File: src/rtl/core/vspc_pkg.sv
// Shared types and constants for the vehicle start and pedal check unit.
// No dependencies; imported by every module of the block.
package vspc_pkg;

    // Vehicle modes
    localparam logic [1:0] MODE_IDLE   = 2'd0;
    localparam logic [1:0] MODE_SHOLD  = 2'd1;
    localparam logic [1:0] MODE_BUZZER = 2'd2;
    localparam logic [1:0] MODE_DRIVE  = 2'd3;

    // Configuration register indexes (byte address = 4 * index)
    localparam logic [2:0] REG_BRAKE_THR  = 3'd0;
    localparam logic [2:0] REG_START_HOLD = 3'd1;
    localparam logic [2:0] REG_BUZZER     = 3'd2;
    localparam logic [2:0] REG_MISMATCH   = 3'd3;
    localparam logic [2:0] REG_FORWARD    = 3'd4;
    localparam logic [2:0] REG_TOLERANCE  = 3'd5;

    // Field widths
    localparam int ADC_W      = 10;
    localparam int CFG_TIMER_W = 16;
    localparam int TOL_W      = 7;
    localparam int SCALED_W   = 11;
    localparam int TORQUE_W   = 16;
    localparam int IN_TDATA_W  = 32;
    localparam int OUT_TDATA_W = 24;

    // aux * 50 / 33 as a multiply by ceil(2^22 / 33) * 50, then shift by 22
    localparam int          AUX_SHIFT = 22;
    localparam logic [22:0] AUX_MULT  = 23'd6355050;

    typedef struct packed {
        logic [ADC_W-1:0]       brake_limit;
        logic [CFG_TIMER_W-1:0] start_hold_ticks;
        logic [CFG_TIMER_W-1:0] buzzer_ticks;
        logic [CFG_TIMER_W-1:0] mismatch_ticks;
        logic                   forward_direction;
        logic [TOL_W-1:0]       tolerance_percent;
    } t_cfg;

    // Contents of the input register
    typedef struct packed {
        logic                start_button;
        logic [ADC_W-1:0]    brake_level;
        logic [ADC_W-1:0]    pedal_main;
        logic [SCALED_W-1:0] scaled_aux;
        logic [TORQUE_W-1:0] torque_word;
    } t_stage;

    // One result beat
    typedef struct packed {
        logic [1:0]                 vehicle_state;
        logic                       brake_light;
        logic                       buzzer_on;
        logic signed [TORQUE_W-1:0] torque_command;
        logic                       torque_valid;
        logic                       mismatch_pending;
    } t_result;

endpackage

File: src/rtl/core/vspc_regs.sv
// APB configuration registers of the vehicle start and pedal check unit.
// Depends on vspc_pkg for the register indexes and the t_cfg type.
module vspc_regs import vspc_pkg::*; (
    input  logic        i_clk,
    input  logic        i_rst_n,
    input  logic        psel,
    input  logic        penable,
    input  logic        pwrite,
    input  logic [4:0]  paddr,
    input  logic [31:0] pwdata,
    output logic [31:0] prdata,
    output logic        pready,
    output t_cfg        o_cfg
);

    t_cfg       r_cfg;
    logic       wr_en;
    logic [2:0] idx;

    assign pready = 1'b1;
    assign wr_en  = psel && penable && pwrite && pready;
    assign idx    = paddr[4:2];

    // Register writes; unknown indexes are dropped
    always_ff @(posedge i_clk) begin
        if (!i_rst_n) begin
            r_cfg.brake_limit       <= 10'd200;
            r_cfg.start_hold_ticks  <= 16'd2000;
            r_cfg.buzzer_ticks      <= 16'd2000;
            r_cfg.mismatch_ticks    <= 16'd100;
            r_cfg.forward_direction <= 1'b1;
            r_cfg.tolerance_percent <= 7'd10;
        end else if (wr_en) begin
            unique case (idx)
                REG_BRAKE_THR:  r_cfg.brake_limit       <= pwdata[ADC_W-1:0];
                REG_START_HOLD: r_cfg.start_hold_ticks  <= pwdata[CFG_TIMER_W-1:0];
                REG_BUZZER:     r_cfg.buzzer_ticks      <= pwdata[CFG_TIMER_W-1:0];
                REG_MISMATCH:   r_cfg.mismatch_ticks    <= pwdata[CFG_TIMER_W-1:0];
                REG_FORWARD:    r_cfg.forward_direction <= pwdata[0];
                REG_TOLERANCE:  r_cfg.tolerance_percent <= pwdata[TOL_W-1:0];
                default: begin
                end
            endcase
        end
    end

    // Read-back mux
    always_comb begin
        prdata = '0;
        unique case (idx)
            REG_BRAKE_THR:  prdata = 32'(r_cfg.brake_limit);
            REG_START_HOLD: prdata = 32'(r_cfg.start_hold_ticks);
            REG_BUZZER:     prdata = 32'(r_cfg.buzzer_ticks);
            REG_MISMATCH:   prdata = 32'(r_cfg.mismatch_ticks);
            REG_FORWARD:    prdata = 32'(r_cfg.forward_direction);
            REG_TOLERANCE:  prdata = 32'(r_cfg.tolerance_percent);
            default:        prdata = '0;
        endcase
    end

    assign o_cfg = r_cfg;

endmodule

File: src/rtl/core/vspc_prep.sv
// Input register of the pedal check: scales the aux reading and forms the torque word.
// Depends on vspc_pkg for t_cfg, t_stage and the scaling constants.
module vspc_prep import vspc_pkg::*; #(
    parameter int ADC_MAX = 1023
) (
    input  logic             i_clk,
    input  logic             i_load,
    input  t_cfg             i_cfg,
    input  logic             i_start_button,
    input  logic [ADC_W-1:0] i_brake_level,
    input  logic [ADC_W-1:0] i_pedal_main,
    input  logic [ADC_W-1:0] i_pedal_aux,
    output t_stage           o_stage
);

    // x * C / ADC_MAX as x * ceil(C * 2^K / ADC_MAX) >> K; exact for x below 2^10
    localparam int          TQ_SHIFT = 26;
    localparam logic [63:0] MULT_FWD =
        ((64'd32767 << TQ_SHIFT) + 64'(ADC_MAX) - 64'd1) / 64'(ADC_MAX);
    localparam logic [63:0] MULT_REV =
        ((64'd32768 << TQ_SHIFT) + 64'(ADC_MAX) - 64'd1) / 64'(ADC_MAX);
    localparam int MW   = $clog2(MULT_REV + 64'd1);
    // product stays below 2^(K+16) since x never exceeds ADC_MAX
    localparam int PW   = TQ_SHIFT + TORQUE_W;
    localparam int QW   = TORQUE_W;

    t_stage             r_stage;
    logic [ADC_W-1:0]   x_clamped;
    logic [MW-1:0]      mult;
    logic [PW-1:0]      tq_prod;
    logic [QW-1:0]      tq_mag;
    logic [TORQUE_W-1:0] tq_word;
    logic [32:0]        aux_prod;

    // Clamp the main reading to full scale
    assign x_clamped = (17'(i_pedal_main) > 17'(ADC_MAX)) ? ADC_W'(ADC_MAX) : i_pedal_main;

    // Torque magnitude and sign
    assign mult    = i_cfg.forward_direction ? MW'(MULT_FWD) : MW'(MULT_REV);
    assign tq_prod = PW'(x_clamped) * PW'(mult);
    assign tq_mag  = tq_prod[TQ_SHIFT +: QW];
    always_comb begin
        if (i_cfg.forward_direction) begin
            tq_word = tq_mag[TORQUE_W-1:0];
        end else begin
            tq_word = TORQUE_W'(-tq_mag);
        end
    end

    // aux * 50 / 33, floored
    assign aux_prod = 33'(i_pedal_aux) * 33'(AUX_MULT);

    always_ff @(posedge i_clk) begin
        if (i_load) begin
            r_stage.start_button <= i_start_button;
            r_stage.brake_level  <= i_brake_level;
            r_stage.pedal_main   <= i_pedal_main;
            r_stage.scaled_aux   <= aux_prod[AUX_SHIFT +: SCALED_W];
            r_stage.torque_word  <= tq_word;
        end
    end

    assign o_stage = r_stage;

endmodule

File: src/rtl/core/vspc_ctrl.sv
// Mode sequencer, timers and pedal plausibility check of the vehicle start unit.
// Depends on vspc_pkg for the mode codes, t_cfg, t_stage and t_result.
module vspc_ctrl import vspc_pkg::*; #(
    parameter int TIMER_BITS = 16
) (
    input  logic    i_clk,
    input  logic    i_rst_n,
    input  logic    i_en,
    input  t_cfg    i_cfg,
    input  t_stage  i_stage,
    output t_result o_result
);

    localparam int CW = (TIMER_BITS > CFG_TIMER_W) ? TIMER_BITS : CFG_TIMER_W;
    localparam logic [TIMER_BITS-1:0] TMAX = '1;

    logic [1:0]            r_mode,      n_mode;
    logic [TIMER_BITS-1:0] r_phase,     n_phase;
    logic                  r_mm_active, n_mm_active;
    logic [TIMER_BITS-1:0] r_mm_timer,  n_mm_timer;

    logic                  braked;
    logic [SCALED_W-1:0]   diff;
    logic [17:0]           diff_pct;
    logic [17:0]           tol_main;
    logic                  mism;
    logic [TIMER_BITS-1:0] phase_up;
    logic [TIMER_BITS-1:0] mm_up;
    logic                  buzzer;
    logic                  valid;

    function automatic logic [TIMER_BITS-1:0] tick_up(input logic [TIMER_BITS-1:0] t);
        return (t == TMAX) ? t : t + 1'b1;
    endfunction

    function automatic logic reached(input logic [TIMER_BITS-1:0] t,
                                     input logic [CFG_TIMER_W-1:0] lim);
        return CW'(t) >= CW'(lim);
    endfunction

    // Brake compare and pedal plausibility
    assign braked   = i_stage.brake_level > i_cfg.brake_limit;
    assign diff     = (SCALED_W'(i_stage.pedal_main) >= i_stage.scaled_aux)
                    ? SCALED_W'(i_stage.pedal_main) - i_stage.scaled_aux
                    : i_stage.scaled_aux - SCALED_W'(i_stage.pedal_main);
    assign diff_pct = 18'(diff) * 18'd100;
    assign tol_main = 18'(i_cfg.tolerance_percent) * 18'(i_stage.pedal_main);
    assign mism     = diff_pct > tol_main;
    assign phase_up = tick_up(r_phase);
    assign mm_up    = tick_up(r_mm_timer);

    // Next state
    always_comb begin
        n_mode      = r_mode;
        n_phase     = r_phase;
        n_mm_active = r_mm_active;
        n_mm_timer  = r_mm_timer;
        buzzer      = 1'b0;
        valid       = 1'b0;
        unique case (r_mode)
            MODE_IDLE: begin
                if (i_stage.start_button && braked) begin
                    n_mode  = MODE_SHOLD;
                    n_phase = '0;
                end
            end
            MODE_SHOLD: begin
                if (!braked || !i_stage.start_button) begin
                    n_mode = MODE_IDLE;
                end else if (reached(phase_up, i_cfg.start_hold_ticks)) begin
                    n_mode  = MODE_BUZZER;
                    n_phase = '0;
                end else begin
                    n_phase = phase_up;
                end
            end
            MODE_BUZZER: begin
                n_phase = phase_up;
                if (reached(phase_up, i_cfg.buzzer_ticks)) begin
                    n_mode = MODE_DRIVE;
                end else begin
                    buzzer = 1'b1;
                end
            end
            MODE_DRIVE: begin
                valid = 1'b1;
                if (mism) begin
                    if (r_mm_active) begin
                        n_mm_timer = mm_up;
                        if (reached(mm_up, i_cfg.mismatch_ticks)) begin
                            n_mode      = MODE_IDLE;
                            n_mm_active = 1'b0;
                            valid       = 1'b0;
                        end
                    end else begin
                        n_mm_active = 1'b1;
                        n_mm_timer  = '0;
                    end
                end else begin
                    n_mm_active = 1'b0;
                end
            end
        endcase
    end

    always_ff @(posedge i_clk) begin
        if (!i_rst_n) begin
            r_mode      <= MODE_IDLE;
            r_phase     <= '0;
            r_mm_active <= 1'b0;
            r_mm_timer  <= '0;
        end else if (i_en) begin
            r_mode      <= n_mode;
            r_phase     <= n_phase;
            r_mm_active <= n_mm_active;
            r_mm_timer  <= n_mm_timer;
        end
    end

    // Result for this beat
    always_comb begin
        o_result.vehicle_state    = n_mode;
        o_result.brake_light      = braked;
        o_result.buzzer_on        = buzzer;
        o_result.torque_command   = valid ? $signed(i_stage.torque_word) : '0;
        o_result.torque_valid     = valid;
        o_result.mismatch_pending = n_mm_active;
    end

endmodule

File: src/rtl/core/vehicle_start_and_pedal_check_unit.sv
// Top level of the vehicle start and pedal check unit: stream ports, APB port, result register.
// Depends on vspc_pkg, vspc_regs, vspc_prep and vspc_ctrl.
//
// Use: each input beat on s_axis is one tick (start button, brake level and two
// accelerator readings). Every tick gives exactly one result beat on m_axis with
// the vehicle mode after the tick, brake light, buzzer, torque command and the
// pedal mismatch flag. Registers are to be written over the APB port only while
// the block is idle; the block itself does not enforce this. pready is always
// high and reads return the register value. A beat passes the input register,
// then the result register, before it reaches m_axis. Throughput: one beat per
// cycle unless the receiver stalls, set by the mode update between the registers.
// A stalled receiver holds the result register; the input register still takes
// one more beat, after which s_axis_tready drops until the result is taken.
// Reset (synchronous, active low) returns the mode to idle, clears the timers
// and mismatch flag, empties both registers and loads the register defaults.
module vehicle_start_and_pedal_check_unit import vspc_pkg::*; #(
    parameter int ADC_MAX    = 1023,
    parameter int TIMER_BITS = 16
) (
    input  logic                   i_clk,
    input  logic                   i_rst_n,
    input  logic                   s_axis_tvalid,
    output logic                   s_axis_tready,
    // [0] start_button, [10:1] brake_level, [20:11] pedal_main, [30:21] pedal_aux
    input  logic [IN_TDATA_W-1:0]  s_axis_tdata,
    output logic                   m_axis_tvalid,
    input  logic                   m_axis_tready,
    // [1:0] vehicle_state, [2] brake_light, [3] buzzer_on, [19:4] torque_command,
    // [20] torque_valid, [21] mismatch_pending
    output logic [OUT_TDATA_W-1:0] m_axis_tdata,
    input  logic                   psel,
    input  logic                   penable,
    input  logic                   pwrite,
    input  logic [4:0]             paddr,
    input  logic [31:0]            pwdata,
    output logic [31:0]            prdata,
    output logic                   pready
);

    t_cfg    cfg;
    t_stage  stage;
    t_result result;
    t_result r_out;
    logic    r_out_valid;
    logic    r_in_valid;
    logic    in_beat;
    logic    advance;

    // Pipeline flow control
    assign advance       = r_in_valid && (!r_out_valid || m_axis_tready);
    assign s_axis_tready = !r_in_valid || advance;
    assign in_beat       = s_axis_tvalid && s_axis_tready;

    vspc_regs u_regs (
        .i_clk   (i_clk),
        .i_rst_n (i_rst_n),
        .psel    (psel),
        .penable (penable),
        .pwrite  (pwrite),
        .paddr   (paddr),
        .pwdata  (pwdata),
        .prdata  (prdata),
        .pready  (pready),
        .o_cfg   (cfg)
    );

    vspc_prep #(
        .ADC_MAX (ADC_MAX)
    ) u_prep (
        .i_clk          (i_clk),
        .i_load         (in_beat),
        .i_cfg          (cfg),
        .i_start_button (s_axis_tdata[0]),
        .i_brake_level  (s_axis_tdata[10:1]),
        .i_pedal_main   (s_axis_tdata[20:11]),
        .i_pedal_aux    (s_axis_tdata[30:21]),
        .o_stage        (stage)
    );

    vspc_ctrl #(
        .TIMER_BITS (TIMER_BITS)
    ) u_ctrl (
        .i_clk    (i_clk),
        .i_rst_n  (i_rst_n),
        .i_en     (advance),
        .i_cfg    (cfg),
        .i_stage  (stage),
        .o_result (result)
    );

    // Valid flags of the two stages
    always_ff @(posedge i_clk) begin
        if (!i_rst_n) begin
            r_in_valid  <= 1'b0;
            r_out_valid <= 1'b0;
        end else begin
            if (in_beat) begin
                r_in_valid <= 1'b1;
            end else if (advance) begin
                r_in_valid <= 1'b0;
            end
            if (advance) begin
                r_out_valid <= 1'b1;
            end else if (m_axis_tready) begin
                r_out_valid <= 1'b0;
            end
        end
    end

    // Result register
    always_ff @(posedge i_clk) begin
        if (advance) begin
            r_out <= result;
        end
    end

    assign m_axis_tvalid = r_out_valid;
    assign m_axis_tdata  = {2'b00, r_out.mismatch_pending, r_out.torque_valid,
                            r_out.torque_command, r_out.buzzer_on, r_out.brake_light,
                            r_out.vehicle_state};

    // Torque is only issued from a drive tick
    a_torque_in_drive: assert property (@(posedge i_clk) disable iff (!i_rst_n)
        r_out_valid && r_out.torque_valid |-> r_out.vehicle_state == MODE_DRIVE)
        else $error("torque issued outside drive");

    // Buzzer sounds only while the mode is buzzer
    a_buzzer_mode: assert property (@(posedge i_clk) disable iff (!i_rst_n)
        r_out_valid && r_out.buzzer_on |-> r_out.vehicle_state == MODE_BUZZER)
        else $error("buzzer on outside buzzer mode");

    // Torque is zero when not valid
    a_torque_zero: assert property (@(posedge i_clk) disable iff (!i_rst_n)
        r_out_valid && !r_out.torque_valid |-> r_out.torque_command == '0)
        else $error("nonzero torque without valid");

    // Input side stalls only because a full result register is stalled
    a_stall_cause: assert property (@(posedge i_clk) disable iff (!i_rst_n)
        !s_axis_tready |-> r_in_valid && r_out_valid && !m_axis_tready)
        else $error("input stalled without output back-pressure");

endmodule

File: config.mk
export PLATFORM = sky130hd
export DESIGN_NAME = vehicle_start_and_pedal_check_unit
export DESIGN_NICKNAME = d
export VERILOG_FILES = /design/src/rtl/core/vspc_pkg.sv /design/src/rtl/core/vspc_regs.sv /design/src/rtl/core/vspc_prep.sv /design/src/rtl/core/vspc_ctrl.sv /design/src/rtl/core/vehicle_start_and_pedal_check_unit.sv
export SDC_FILE = /design/constraint.sdc
export NUM_CORES = 1
export LEC_CHECK = 0
export ABC_AREA = 1
export BUFFER_PORTS_ARGS = -buffer_cell sky130_fd_sc_hd__buf_2
export CAP_MARGIN = 20
export CORE_UTILIZATION = 50
export DETAILED_ROUTE_END_ITERATION = 8
export GPL_ROUTABILITY_DRIVEN = 0
export PLACE_DENSITY = 0.76
export SLEW_MARGIN = 15
export SYNTH_ARGS = -nofsm -noshare
export SYNTH_HDL_FRONTEND = slang
export SYNTH_SLANG_ARGS = --single-unit
File: constraint.sdc
create_clock -name i_clk -period 7.8 [get_ports i_clk]
set_input_delay 1.17 -clock i_clk [delete_from_list [all_inputs] [get_ports i_clk]]
set_output_delay 1.17 -clock i_clk [all_outputs]
set_load 0.03 [all_outputs]
==> metrics.yaml <==
avgSynthCellArea_um2: 7.84
wl_per_cell_um: 15.3
drcViolationCount: 0
async_reset_ff_share_pct: 0
min_from: "u_ctrl.r_mm_timer[6]"
synth_area_mm2: 0.0205
cts_inserted_buffers: 17
cts_tree: "done"
grt_pass1_vias: 17800
synthTopCellsByArea: "ha_1 21%, fa_1 14%, edfxtp_1 10%"
fin_tns_setup_ns: 0
post-cts-setup-buffers: 0
yosysTopAreaCell: "ha_1"
root_buffer: "clkbuf_16"
synth.ff_latch_count: 173
ir_drop_mv: 0.565
pwr-share-clk_pct: 10.4
dp_hpwl_mm: 40.7
ctsHoldBuffers: 0
finClkSkew_ns: 0.0144
min_period_ns: 7.10
clk_pin_slew_ns: 0.08
status: "finished clean"
clk_latency_ns: 0.44
worstHoldPathType: "reg2reg"
syn_inst: 2622
synth_ff_type: "dfxtp_1"
ys_seq_area_share_pct: 20.3
clock-sinks: 173
cp.required_ns: 8.08
finalSetupViolations: 0
grt_first_pass_wirelength_mm: 83.4
io_pins: 135
final_max_slew_viol_count: 0
rsz0062_at_grt: "no"
synth_edf_count: 70
groute.usage.overall_pct: 24.5
final_cell_mix: "558 x inv_1, 396 x nand2_1, 350 x ha_1, 216 x a21oi_1, 164 x nor2_1"
syn_to_final_growth_pct: 7.79
internal-power_w: 0.00443
cts_max_level: 4
die-area_mm2: 0.0419
row_count: 73
layout_commonest_cell: "inv_1"
synth-warning-count: 0
r2r-start: "u_prep.o_stage[20]"
crit_path_end_kind: "flop"
crit_path_start_kind: "flop"
hold_violations: 0
antenna_left: 0
drt_iter0_drc: 1384
num_vias: 17600
crit_path_max_fanout: 17
worstMarginPinSlew_ns: 1.04
switchingPower_w: 0.00475
placed_cell_area_mm2: 0.0215
ctsResizeCount: 0
ys_types: 57
wl_mm: 49.5
antenna_found_initial: 1
power_frac_comb_pct: 77.6
p_leak_nw: 11.5
netlist.area_leader.share_pct: 21.3
cpMostUsedCell: "nor2_1"
finalNetCount: 3265
vias_per_cell: 5.43
power_frac_seq_pct: 12.0
portBuffers: 96
grt_max_degree: 83
layout-drive-gt1-share_pct: 6.68
max_slew_margin_pct: 30.6
initial_core_util_pct: 51.2
fmax_mhz: 141
nFillCells: 3630
crit_start: "u_prep.o_stage[20]"
overflow: 0
max_stage_delay_ns: 0.53
p_per_area_mw_per_mm2: 414
cap_viol_max_count: 0
firstDrtPassIters: 6
period_share_pct: 91.0
slowest_stage: "fa_1"
finalInstanceArea_mm2: 0.0222
worstSetupPathType: "reg2reg"
core-area_mm2: 0.0401
arrival_ns: 7.38
die_y_um: 205
die_w_um: 205
clockBufferDepth: 2
p_sw_share_pct: 51.8
[power by group through the flow]
stage | logic, W | registers, W | clock network, W
after CTS | 0.00715 | 0.00110 | 0.000958
after global routing | 0.00834 | 0.00111 | 0.000995
final | 0.00713 | 0.00110 | 0.000953
after detailed placement | 0.00710 | 0.00112 | 0
after global placement | 0.00679 | 0.00112 | 0
after floorplan | 0.00554 | 0.00111 | 0
[cell usage after synthesis, types with 3 or more instances]
cell type,count
a21oi_1,216
nand3b_1,5
o31ai_1,6
a22oi_1,11
fa_1,141
a21o_1,14
dfxtp_1,103
clkbuf_1,46
a221oi_1,4
xor2_1,64
o21bai_1,4
o221ai_1,11
edfxtp_1,70
buf_2,4
o21a_1,6
nor2_1,164
nor4_1,9
nand2_2,6
o22ai_1,8
nor3_2,3
ha_1,350
buf_4,22
nor2_2,14
a31oi_1,16
nor3_1,34
nand4_1,29
inv_2,6
a21boi_0,3
inv_1,559
o21ai_0,135
o211ai_1,24
a211oi_1,14
o21ai_1,5
xnor2_1,15
nand2_1,396
nand3_1,77
[registers in the layout, indices dropped and copies added, names as in the netlist]
signal	flops
r_in_valid	1
u_regs.o_cfg	66
u_ctrl.r_mm_timer	16
m_axis_tdata	22
u_ctrl.r_mm_active	1
u_ctrl.r_phase	16
u_prep.o_stage	48
u_ctrl.r_mode	2
m_axis_tvalid	1
[layout make-up]
cell class	count	area, um2	area share, %
Multi-Input combinational cell	1829	14000	63.0
Sequential cell	173	4160	18.8
Inverter	567	2130	9.63
Tap cell	525	657	2.97
Timing Repair Buffer	110	586	2.64
Clock buffer	21	504	2.28
Clock inverter	11	154	0.695
Antenna cell	1	2.50	0.0113
[through the flow]
| step | power, W | hold WS [ns] | std cells | setup WS (ns) | utilization [%] |
|---|---|---|---|---|---|
| final | 0.00918 | 0.482 | 3237 | 0.703 | 55.2 |
| after global routing | 0.0104 | 0.513 | 3237 | 0.131 | 55.2 |
| after CTS | 0.00920 | 0.478 | 3236 | 0.664 | 55.2 |
| after detailed placement | 0.00821 | 0.468 | 3204 | 0.747 | 53.6 |
| after global placement | 0.00791 | 0.453 | 3204 | 0.906 | 53.6 |
| after floorplan | 0.00665 | 0.444 | 2645 | 1.66 | - |
[path summary, 6_finish.rpt]
path / slack (ns) / depth (start not counted) / endpoint
max: 0.70 / 35 / m_axis_tdata[19]
min reg2reg: 0.48 / 2 / u_ctrl.r_mm_timer[6]
min: 0.48 / 2 / u_ctrl.r_mm_timer[6]
max reg2reg: 0.70 / 35 / m_axis_tdata[19]
[worst max-delay path: cells and delay by family, from the launching register on]
family / cells / cell delay [ns]
and+or+nand+nor: 17 / 2.31
adders and majority gates: 6 / 2.15
AOI/OAI and AO/OA: 6 / 1.38
xor gates and xnor gates: 2 / 0.48
DFF: 1 / 0.37
buffers and inverters: 4 / 0.24
[kinds of logic (layout without fill, tap and decap cells)]
group,Yosys count,after routing,synth area share (%)
and+or+nand+nor,745,745,15.4
buffers and inverters,643,709,12.3
adders and majority gates,491,491,35.0
AOI/OAI and AO/OA,487,487,13.5
DFF,173,173,20.3
xor gates and xnor gates,79,79,3.37
other,2,26,0.0365
muxes,2,2,0.104
[metal layers]
metal  wire length, um  vias up  track usage, %
met3              3360      109            3.66
met2             23900      558            42.7
met1             20800     8259            30.9
li1                  -     8640               -
met4              1410        0            8.08
met5                 0        -               0
Power figures use the tool's default switching activity.
